$ cat config.mk
export PLATFORM = sky130hd
export DESIGN_NAME = bni_ctrl
export DESIGN_NICKNAME = d
export VERILOG_FILES = /design/src/design/batch_norm_inference_assert.svh /design/src/design/bni_pkg.sv /design/src/design/bni_ctrl.sv
export SDC_FILE = /design/constraint.sdc
export NUM_CORES = 1
export LEC_CHECK = 0
export ABC_AREA = 1
export BUFFER_PORTS_ARGS = -buffer_cell sky130_fd_sc_hd__buf_2
export CAP_MARGIN = 30
export CORE_ASPECT_RATIO = 0.9
export CORE_UTILIZATION = 30
export CTS_CLUSTER_SIZE = 30
export DETAILED_ROUTE_END_ITERATION = 12
export SYNTH_ARGS = -nofsm -noshare
export SYNTH_HDL_FRONTEND = slang
export SYNTH_SLANG_ARGS = --single-unit
$ cat constraint.sdc
create_clock -name clock -period 2.3 [get_ports clock]
set_input_delay 0.345 -clock clock [delete_from_list [all_inputs] [get_ports clock]]
set_output_delay 0.345 -clock clock [all_outputs]
set_load 0.01 [all_outputs]
$ cat src/design/batch_norm_inference_assert.svh
// ----------------------------------------------------------------------------
// batch norm inference assertion macros
// shared concurrent assertion forms, sampled on clock, off during reset
// ----------------------------------------------------------------------------
`ifndef BATCH_NORM_INFERENCE_ASSERT_SVH
`define BATCH_NORM_INFERENCE_ASSERT_SVH

// condition implies consequence in the same cycle
`define BNI_ASSERT_NOW(label, ante, cons, msg) \
   label: assert property (@(posedge clock) disable iff (reset) (ante) |-> (cons)) \
      else $error(msg);

// condition implies consequence in the next cycle
`define BNI_ASSERT_NEXT(label, ante, cons, msg) \
   label: assert property (@(posedge clock) disable iff (reset) (ante) |=> (cons)) \
      else $error(msg);

`endif

$ cat src/design/bni_pkg.sv
// ----------------------------------------------------------------------------
// bni_pkg
// types, constants and codes shared by the batch norm inference block
// ----------------------------------------------------------------------------
package bni_pkg;

   localparam int CHANNELS  = 1024;
   localparam int CH_W      = $clog2(CHANNELS);
   localparam int EPS_FLOOR = 168;

   // long division unit
   localparam int DIV_N_W   = 51;
   localparam int DIV_D_W   = 42;
   localparam int DIV_CNT_W = $clog2(DIV_N_W + 1);

   // integer square root unit
   localparam int SQ_W      = 51;
   localparam int SQ_R_W    = 26;

   localparam logic [23:0] MASK24 = 24'hFFFFFF;

   typedef struct packed {
      logic              kind;
      logic [9:0]        channel_index;
      logic signed [15:0] mean_value;
      logic [15:0]       variance_value;
      logic signed [15:0] sample;
   } req_type;

   typedef struct packed {
      logic signed [23:0] normalized;
      logic              saturated;
      logic [9:0]        channel_of_sample;
   } rsp_type;

   typedef enum logic [1:0] {
      CSR_EPSILON       = 2'd0,
      CSR_SCALE         = 2'd1,
      CSR_PLANE_SIZE    = 2'd2,
      CSR_CHANNEL_COUNT = 2'd3
   } csr_idx_type;

   typedef enum logic [0:0] {
      KIND_LOAD   = 1'b0,
      KIND_SAMPLE = 1'b1
   } kind_type;

   typedef enum logic [1:0] {
      DIV_MEAN  = 2'd0,
      DIV_VAR   = 2'd1,
      DIV_RECIP = 2'd2
   } div_sel_type;

   typedef enum logic [3:0] {
      ST_IDLE,
      ST_MDIV_GO,
      ST_MDIV_WAIT,
      ST_VDIV_GO,
      ST_VDIV_WAIT,
      ST_DSUM,
      ST_DCHK,
      ST_TDIV_GO,
      ST_TDIV_WAIT,
      ST_SQ_GO,
      ST_SQ_WAIT,
      ST_WRITE,
      ST_RD,
      ST_MUL,
      ST_OUT
   } state_type;

   typedef struct packed {
      logic        capture;
      logic        div_start;
      div_sel_type div_sel;
      logic        sm_take;
      logic        d_take;
      logic        dsum;
      logic        inv_zero;
      logic        sqrt_start;
      logic        inv_take;
      logic        tbl_wr;
      logic        tbl_rd;
      logic        mul;
      logic        out_load;
   } cmd_type;

   typedef struct packed {
      logic req_kind;
      logic scale_pos;
      logic div_done;
      logic sqrt_done;
      logic d_zero;
      logic out_free;
   } sts_type;

endpackage

$ cat src/design/bni_ctrl.sv
// ----------------------------------------------------------------------------
// bni_ctrl
// controller: sequences parameter loads and sample requests
// ----------------------------------------------------------------------------
module bni_ctrl (
   input  logic              clock,
   input  logic              reset,
   input  logic              req_valid,
   output logic              req_ready,
   output bni_pkg::cmd_type  cmd,
   input  bni_pkg::sts_type  sts
);
   import bni_pkg::*;

   state_type state_ff, state_in;

   always_ff @(posedge clock) begin
      if (reset) begin
         state_ff <= ST_IDLE;
      end else begin
         state_ff <= state_in;
      end
   end

   always_comb begin
      state_in    = state_ff;
      cmd         = '0;
      cmd.div_sel = DIV_MEAN;
      req_ready   = 1'b0;
      unique case (state_ff)
         ST_IDLE: begin
            req_ready = 1'b1;
            if (req_valid) begin
               cmd.capture = 1'b1;
               if (kind_type'(sts.req_kind) == KIND_SAMPLE) begin
                  state_in = ST_RD;
               end else if (sts.scale_pos) begin
                  state_in = ST_MDIV_GO;
               end else begin
                  state_in = ST_DSUM;
               end
            end
         end
         ST_MDIV_GO: begin
            cmd.div_start = 1'b1;
            cmd.div_sel   = DIV_MEAN;
            state_in      = ST_MDIV_WAIT;
         end
         ST_MDIV_WAIT: begin
            if (sts.div_done) begin
               cmd.sm_take = 1'b1;
               state_in    = ST_VDIV_GO;
            end
         end
         ST_VDIV_GO: begin
            cmd.div_start = 1'b1;
            cmd.div_sel   = DIV_VAR;
            state_in      = ST_VDIV_WAIT;
         end
         ST_VDIV_WAIT: begin
            if (sts.div_done) begin
               cmd.d_take = 1'b1;
               state_in   = ST_DSUM;
            end
         end
         ST_DSUM: begin
            cmd.dsum = 1'b1;
            state_in = ST_DCHK;
         end
         ST_DCHK: begin
            if (sts.d_zero) begin
               cmd.inv_zero = 1'b1;
               state_in     = ST_WRITE;
            end else begin
               state_in = ST_TDIV_GO;
            end
         end
         ST_TDIV_GO: begin
            cmd.div_start = 1'b1;
            cmd.div_sel   = DIV_RECIP;
            state_in      = ST_TDIV_WAIT;
         end
         ST_TDIV_WAIT: begin
            cmd.div_sel = DIV_RECIP;
            if (sts.div_done) begin
               state_in = ST_SQ_GO;
            end
         end
         ST_SQ_GO: begin
            cmd.sqrt_start = 1'b1;
            state_in       = ST_SQ_WAIT;
         end
         ST_SQ_WAIT: begin
            if (sts.sqrt_done) begin
               cmd.inv_take = 1'b1;
               state_in     = ST_WRITE;
            end
         end
         ST_WRITE: begin
            cmd.tbl_wr = 1'b1;
            state_in   = ST_IDLE;
         end
         ST_RD: begin
            cmd.tbl_rd = 1'b1;
            state_in   = ST_MUL;
         end
         ST_MUL: begin
            cmd.mul  = 1'b1;
            state_in = ST_OUT;
         end
         ST_OUT: begin
            if (sts.out_free) begin
               cmd.out_load = 1'b1;
               state_in     = ST_IDLE;
            end
         end
         default: begin
            state_in = ST_IDLE;
         end
      endcase
   end

endmodule

After elaboration in Yosys (flattened, before gate mapping)

Cells that the tools add are included.

Equal/unequal tests: 20
Multiplexer cells: 29
Reductions and logical operators: 4

Operators by type and width:

| cell               | number |
|---|---|
| $pmux 4 s14        | 1 |
| $mux 4             | 8 |
| $eq 4x4->1 const B | 7 |
| $mux 1             | 18 |
| $eq 4x3->1 const B | 4 |
| $ne 2x2->1 const B | 6 |
| $eq 4x2->1 const B | 2 |
| $reduce_and 6->1   | 1 |
| $eq 4x1->1 const B | 1 |
| $logic_not 4->1    | 1 |
| $pmux 2 s2         | 1 |
| $mux 3             | 1 |
| $reduce_or 3->1    | 1 |
| $reduce_or 2->1    | 1 |

Bits in registers: 4
Bits of input ports: 9
Output and inout bits: 15

Logic depth before layout (Yosys ltp)

Gate-level depths: netlist (run 1).

Word-level depth: 4
Depth in mapped cells: 9
Depth with buffers taken out: 8

Least setup slack after synthesis (run 1)

Ideal clock, no wire load.

Path type: flip-flop to output port
Start: reg state_ff[2]
End: out cmd[0] in the netlist's numbering
Arrival: 900 ps
Slack: 1055 ps
Cell stages (with the launch flop): 3
Path buffers: 0
Cell sequence: dfxtp_1 -> nand2_2 -> nor3b_1

RTL lines:

| item                   | RTL line       | text |
|---|---|---|
| from (decl)            | bni_ctrl.sv:15 | `state_type state_ff, state_in;` |
| from (signal assigned) | bni_ctrl.sv:21 | `state_ff <= state_in;` |
| to (decl)              | bni_ctrl.sv:10 | `output bni_pkg::cmd_type cmd,` |

==> results of run 1 <==
## synthesized netlist by cell type
library cell	n	area share
inv_1	8	0.058
nor3_2	1	0.019
nor3_4	1	0.031
nor2_2	3	0.036
nor3b_1	1	0.014
nand3b_1	1	0.014
nand2_4	2	0.043
nor2_4	2	0.043
nand2_1	22	0.16
nor3_1	3	0.029
nand3_2	1	0.019
nor2_1	15	0.11
buf_6	2	0.043
a21oi_1	4	0.039
dfxtp_1	4	0.15
nand3_1	10	0.097
nand2_2	4	0.048
inv_2	4	0.029
nand4_1	1	0.012
## where the power goes
| group | internal [mW] | leakage, nW | switching (mW) |
|---|---|---|---|
| registers | 0.0934 | 0.0329 | 0.0576 |
| clock network | 0.0584 | 0.0138 | 0.0296 |
| logic | 0.169 | 0.345 | 0.309 |
| total | 0.321 | 0.392 | 0.396 |
## worst min-delay path by stage
stage | start | to | depth (start not counted)
2_1_floorplan | reset | state_ff[1]$_SDFFE_PP0P_ | 1
3_3_place_gp | reset | state_ff[0]$_SDFFE_PP0P_ | 2
3_5_place_dp | reset | state_ff[1]$_SDFFE_PP0P_ | 2
4_1_cts | reset | state_ff[2]$_SDFFE_PP0P_ | 2
5_1_grt | reset | state_ff[0]$_SDFFE_PP0P_ | 2
6_report | reset | state_ff[1]$_SDFFE_PP0P_ | 2
## worst register-to-register path: stages, from the launching register on
cell and delay, ns:
dfxtp_1 0.49, inv_2 0.08, nor2_2 0.21, nand2_2 0.10, nand3_2 0.10, nand2_4 0.07
nand2_4 0.08, nand2_1 0.06, a21oi_1 0.13
## logic make-up (layout without fill, tap and decap cells)
| logic type | Yosys count | after routing |
|---|---|---|
| simple gates | 67 | 67 |
| buf+inv | 14 | 38 |
| flops | 4 | 4 |
| compound gates | 4 | 4 |
## through the flow
step           total power [mW]  utilization
2_1_floorplan             0.531            -
3_3_place_gp              0.633        0.417
3_5_place_dp              0.626        0.417
4_1_cts                   0.716        0.432
5_1_grt                   0.790        0.432
6_report                  0.717        0.432
## metal layers
metal,GRT usage,share of wire,wire length (µm),vias to the layer above
li1,-,-,-,333
met1,0.224,0.46,620,252
met2,0.206,0.46,611,39
met3,0.0261,0.074,99,2
met4,0.0706,0.0045,6,0
met5,0,0,0,-
## cell type report
| cell class | instances | area [µm²] |
|---|---|---|
| fill | 178 | 868 |
| timing repair buffer | 23 | 115 |
| multi-input combinational | 71 | 370 |
| clock buffer | 3 | 22.5 |
| sequential | 4 | 80.1 |
| tap | 22 | 27.5 |
| inverter | 12 | 45.0 |
==> impl_metrics.ini, run 1 <==
[outcome]
status = complete, no violations

[synthesis]
muxShareOfSynthArea = 0
ys_types = 19
yosys_warnings = 0
ys_ff_latch = 4
seq_area_frac_synth = 0.155
netlist_instances = 89
synth_compound_area_frac = 0.0386
synth_simple_gate_area_frac = 0.676
synth_nets = 98
synth_xor_area_frac = 0
synth_area_um2 = 518
synth_fa_ha_area_frac = 0
syn_area_per_cell_um2 = 5.82
synth_top_family_by_area = simple AND/OR/NAND/NOR gates

[critical_path]
crit_arrival_ns = 1.35
cp_common_cell = nand2_1
cp.depth = 5
startpoint_type = register
slowest_delay_ns = 0.53
crit_chain = inv_2, nor2_1, nand2_1, nand2_1, buf_2
rr_worst_depth = 8
crit_fanout = 8
endpoint = cmd[11]
r2r-start = state_ff[1]$_SDFFE_PP0P_
startpoint = state_ff[3]$_SDFFE_PP0P_
crit_slowest_cell = dfxtp_1
critPathBufInv = 2
crit_path_end_kind = output pin
worstSetupPathType = register to output pin
ff2ff_setup_slack_ns = 0.90
critPathTopFamily = flip-flops
crit_required_ns = 1.96
worstReg2RegEnd = state_ff[2]$_SDFFE_PP0P_

[timing]
post-route-period-util = 0.737
finalSetupViolations = 0
max_freq_mhz = 590
timing.hold.ws_ns = 0.325
worst_pin_slew_ns = 0.369
min_period_ns = 1.70
finalHoldViolCount = 0
fin_tns_setup_ns = 0
worst_slack_ns = 0.605
grt_setup_unrepaired = no
relSlewSlack = 0.754
maxSlewViolCount = 0
worst_clock_skew_ns = 0.00219

[global_route]
track_usage = 0.151
antenna_found_initial = 0
grt_pass1_wl_mm = 2.14
grt_max_degree = 10
grt_overflow_total = 0
grt_pass1_vias = 476

[cts]
cts_inserted_buffers = 3
cts_tree = built
clk_latency_ns = 0.24
cts_buffer_depth = 2
postCtsHoldBufs = 0
ctsResizeCount = 0
clkSinkCount = 4
clockRootBuffer = clkbuf_4
clkTransAtPathRegs_ns = 0.04
post_cts_buffers = 0
h-tree-depth = 1

[cells_and_area]
top_regs = state_ff x4
design_area_um2 = 661
layout.cells.most_common_list = buf_2 (23), nand2_1 (22), nor2_1 (15)
mostFrequentLayoutCell = buf_2
regMostFlops = state_ff
syn2layout_area_growth_pct = 27.5
drive_above_1_share = 0.389
largest_reg_flops = 4
fin_nets = 124
antennaDiodeCount = 0
instances_no_fill = 135

[power_and_ir_drop]
powerDensity_nw_per_um2 = 1090
irDropWorstVdd_v = 0.000377
leakage_nw = 0.392

[placement]
placed_area_um2 = 638
routabilityCongestion = 0.795
post-place-cells = 132
dp_hpwl_mm = 1.11
pre_cts_ws_ns = 0.866
port_buffers = 23

[floorplan]
chipWidth_um = 45.8
die_height_um = 41.4
start_util = 0.339
die-area_um2 = 1900
core_um2 = 1530
num_rows = 13
pin_count = 24

[route]
final_antenna_net_count = 0
drc_errors = 0
num_vias = 626
drtIter0Drc = 21
wl_per_cell_um = 9.91
wl_mm = 1.34
avgViaCountPerCell = 4.64
dr.pass1.iters = 4

[run]
maxCapViolations = 0

[min_path]
min_path_type = input port to register
Note: power is estimated with default switching activity, not from simulation.
==> inputs of run 2 (changes only) <==
Clock period 2.3 ns to 1.51 ns, I/O delays scaled along.
==> impl_metrics.ini, run 2 (synthesis results as in run 1) <==
[outcome]
status = complete, no violations

[cts]
clkSinkCount = 4
cts_buffer_depth = 2
cts_inserted_buffers = 3
h-tree-depth = 1
post_cts_buffers = 0
clockRootBuffer = clkbuf_4
clkTransAtPathRegs_ns = 0.04
postCtsHoldBufs = 0
cts_tree = built
ctsResizeCount = 2
clk_latency_ns = 0.24

[floorplan]
pin_count = 24
chipWidth_um = 45.8
core_um2 = 1530
die-area_um2 = 1900
die_height_um = 41.4
start_util = 0.339
num_rows = 13

[critical_path]
crit_required_ns = 1.28
critPathTopFamily = flip-flops
slowest_delay_ns = 0.43
startpoint_type = register
crit_slowest_cell = dfxtp_2
crit_chain = inv_2, nor2_4, nand2_2, nor2_1, buf_2
crit_path_end_kind = output pin
crit_arrival_ns = 1.20
crit_fanout = 9
critPathBufInv = 2
worstSetupPathType = register to output pin

[route]
drtIter0Drc = 23
avgViaCountPerCell = 4.71
num_vias = 641
wl_mm = 1.34
wl_per_cell_um = 9.85
final_antenna_net_count = 0
dr.pass1.iters = 4
drc_errors = 0

[placement]
routabilityCongestion = 0.833
dp_hpwl_mm = 1.11
placed_area_um2 = 646
port_buffers = 23
pre_cts_ws_ns = 0.0958

[timing]
relSlewSlack = 0.851
worst_slack_ns = 0.0808
post-route-period-util = 0.947
finalSetupViolations = 0
min_period_ns = 1.43
fin_tns_setup_ns = 0
grt_setup_unrepaired = no
finalHoldViolCount = 0
worst_pin_slew_ns = 0.223
worst_clock_skew_ns = 0.00354
maxSlewViolCount = 0
max_freq_mhz = 700

[cells_and_area]
syn2layout_area_growth_pct = 30.9
design_area_um2 = 678
mostFrequentLayoutCell = buf_2
largest_reg_flops = 4
antennaDiodeCount = 0
layout.cells.most_common_list = buf_2 (23), nand2_1 (22), nor2_1 (15)
regMostFlops = state_ff
n_fill_cell = 181
fin_nets = 125
top_regs = state_ff x4
post-route-util = 0.444
drive_above_1_share = 0.430

[global_route]
grt_pass1_vias = 544
grt_pass1_wl_mm = 2.21
antenna_found_initial = 0
grt_max_degree = 10
track_usage = 0.151
grt_overflow_total = 0

[power_and_ir_drop]
leakage_nw = 0.399
irDropWorstVdd_v = 0.000571
powerDensity_nw_per_um2 = 1650
finalPower_mw = 1.12

[run]
maxCapViolations = 0

[min_path]
min_path_type = input port to register
[run 2: cell count changes in the layout (fill, tap and decap cells not counted)]
cell	before	now
dfxtp_1	4	0
dfxtp_2	0	4
buf_4	0	1
nor2_2	3	2
nor2_4	2	3
[run 2: per-layer routing]
layer / up-vias / part of all wire / track usage
li1: 336 / - / -
met1: 278 / 0.43 / 0.211
met2: 27 / 0.49 / 0.237
met3: 0 / 0.074 / 0.0261
met4: 0 / 0 / 0.0353
met5: - / 0 / 0
[run 2: stage by stage]
stage | hold slack (ns) | instances
2_1_floorplan | 0.296 | 89
3_3_place_gp | 0.445 | 133
3_5_place_dp | 0.444 | 133
4_1_cts | 0.198 | 136
5_1_grt | 0.204 | 136
6_report | 0.197 | 136
[run 2: cell type report]
class                           count  area (µm²)  share of cell area
Sequential cell                     4        85.1               0.125
Tap cell                           22        27.5              0.0406
Clock buffer                        3        22.5              0.0332
Inverter                           12        45.0              0.0664
Multi-Input combinational cell     71         375               0.554
Timing Repair Buffer               24         123               0.181
[run 2: worst register-to-register path: stages (launching register included)]
cell,delay (ns)
dfxtp_2,0.43
inv_2,0.09
nor2_4,0.15
nand2_2,0.09
nand3_2,0.10
nand2_4,0.07
nand2_4,0.08
nand2_1,0.05
a21oi_1,0.13
[run 2: power breakdown]
| group | internal, mW | switching [mW] | leakage [nW] |
|---|---|---|---|
| Combinational | 0.269 | 0.477 | 0.351 |
| Clock | 0.0891 | 0.0467 | 0.0138 |
| Sequential | 0.151 | 0.0880 | 0.0344 |
[run 2: worst paths after layout]
check	startpoint	end	slack [ns]	cells after the start
min	reset	state_ff[2]$_SDFFE_PP0P_	0.20	2
max reg2reg	state_ff[1]$_SDFFE_PP0P_	state_ff[3]$_SDFFE_PP0P_	0.26	8
max	state_ff[1]$_SDFFE_PP0P_	cmd[9]	0.08	5
min reg2reg	state_ff[2]$_SDFFE_PP0P_	state_ff[2]$_SDFFE_PP0P_	0.52	2
==> inputs of run 3 (changes only) <==
Settings changed: CORE_MARGIN set to 1.5, PLACE_DENSITY_LB_ADDON set to 0.3.
==> impl_metrics.ini, run 3 (synthesis results as in run 1) <==
[outcome]
status = complete, no violations

[global_route]
grt_pass1_vias = 499
track_usage = 0.141
antenna_found_initial = 0
grt_overflow_total = 0
grt_max_degree = 10
grt_pass1_wl_mm = 2.10

[timing]
timing.hold.ws_ns = 0.192
min_period_ns = 1.41
max_freq_mhz = 708
worst_pin_slew_ns = 0.242
worst_clock_skew_ns = 0.00322
finalHoldViolCount = 0
post-route-period-util = 0.936
relSlewSlack = 0.838
maxSlewViolCount = 0
fin_tns_setup_ns = 0
worst_slack_ns = 0.0970
grt_setup_unrepaired = no
finalSetupViolations = 0

[power_and_ir_drop]
leakage_nw = 0.399
irDropWorstVdd_v = 0.000683
finalPower_mw = 1.12
powerDensity_nw_per_um2 = 1640

[critical_path]
crit_path_end_kind = output pin
startpoint_type = register
crit_chain = nor2_2, nand2_1, nand2_1, buf_2
critPathTopFamily = simple AND/OR/NAND/NOR gates
crit_required_ns = 1.28
slowest_delay_ns = 0.36
cp_common_cell = nand2_1
crit_fanout = 9
cp.depth = 4
worstSetupPathType = register to output pin
crit_arrival_ns = 1.19
rr_worst_depth = 7
crit_slowest_cell = dfxtp_2
critPathBufInv = 1

[route]
wl_mm = 1.30
avgViaCountPerCell = 4.49
wl_per_cell_um = 9.40
drc_errors = 0
num_vias = 619
dr.pass1.iters = 4
drtIter0Drc = 19
final_antenna_net_count = 0

[floorplan]
pin_count = 24
num_rows = 14
die-area_um2 = 1990
die_height_um = 42.4
chipWidth_um = 46.8
core_um2 = 1650
start_util = 0.315

[cts]
cts_buffer_depth = 2
clkSinkCount = 4
clkTransAtPathRegs_ns = 0.04
cts_inserted_buffers = 3
postCtsHoldBufs = 0
clockRootBuffer = clkbuf_4
h-tree-depth = 1
clk_latency_ns = 0.23
cts_tree = built

[placement]
post-place-cells = 135
port_buffers = 23
placed_area_um2 = 648
dp_hpwl_mm = 1.11
routabilityCongestion = 0.781
pre_cts_ws_ns = 0.156

[cells_and_area]
largest_reg_flops = 4
top_regs = state_ff x4
syn2layout_area_growth_pct = 31.4
antennaDiodeCount = 0
mostFrequentLayoutCell = buf_2
layout.cells.most_common_list = buf_2 (23), nand2_1 (22), nor2_1 (15)
fin_nets = 125
instances_no_fill = 138
post-route-util = 0.413
regMostFlops = state_ff
design_area_um2 = 681
drive_above_1_share = 0.430

[run]
maxCapViolations = 0

[min_path]
min_path_type = input port to register
hold_path_depth = 2
==> run 3: per-layer routing <==
metal  track usage  routed length (µm)  vias up
met1         0.218                 648      260
met2         0.189                 565       23
li1              -                   -      334
met4        0.0500                  19        0
met5             0                   0        -
met3        0.0259                  65        2
==> run 3: path summary, 6_finish.rpt <==
kind | to | slack, ns | start
worst max register to register | state_ff[3]$_SDFFE_PP0P_ | 0.30 | state_ff[1]$_SDFFE_PP0P_
worst min-delay path | state_ff[1]$_SDFFE_PP0P_ | 0.19 | reset
worst min register to register | state_ff[3]$_SDFFE_PP0P_ | 0.52 | state_ff[3]$_SDFFE_PP0P_
worst max-delay path | cmd[11] | 0.1 | state_ff[1]$_SDFFE_PP0P_
==> run 3: report_power, final <==
| group | leakage (nW) | internal (mW) | switching [mW] |
|---|---|---|---|
| combinational | 0.351 | 0.269 | 0.486 |
| clock | 0.0138 | 0.0888 | 0.0421 |
| sequential | 0.0344 | 0.151 | 0.0804 |
==> run 3: cell type report <==
type                            instances  area, µm²
Sequential cell                         4       85.1
Clock buffer                            3       22.5
Multi-Input combinational cell         71        375
Timing Repair Buffer                   24        123
Inverter                               12       45.0
Tap cell                               24       30.0
Fill cell                             188        966
==> run 3: worst register-to-register path, cell delays in order (launching register included) <==
cell	delay, ns
dfxtp_2	0.36
nor2_2	0.24
nand3_1	0.10
nand2_1	0.12
nor2_4	0.06
nand2_4	0.08
nand2_1	0.05
a21oi_1	0.12
==> run 3: repair_timing <==
item	in CTS	in global routing
resized for setup	1	4
setup endpoints to repair	2	7
pin swaps	0	0
buffers inserted	0	0
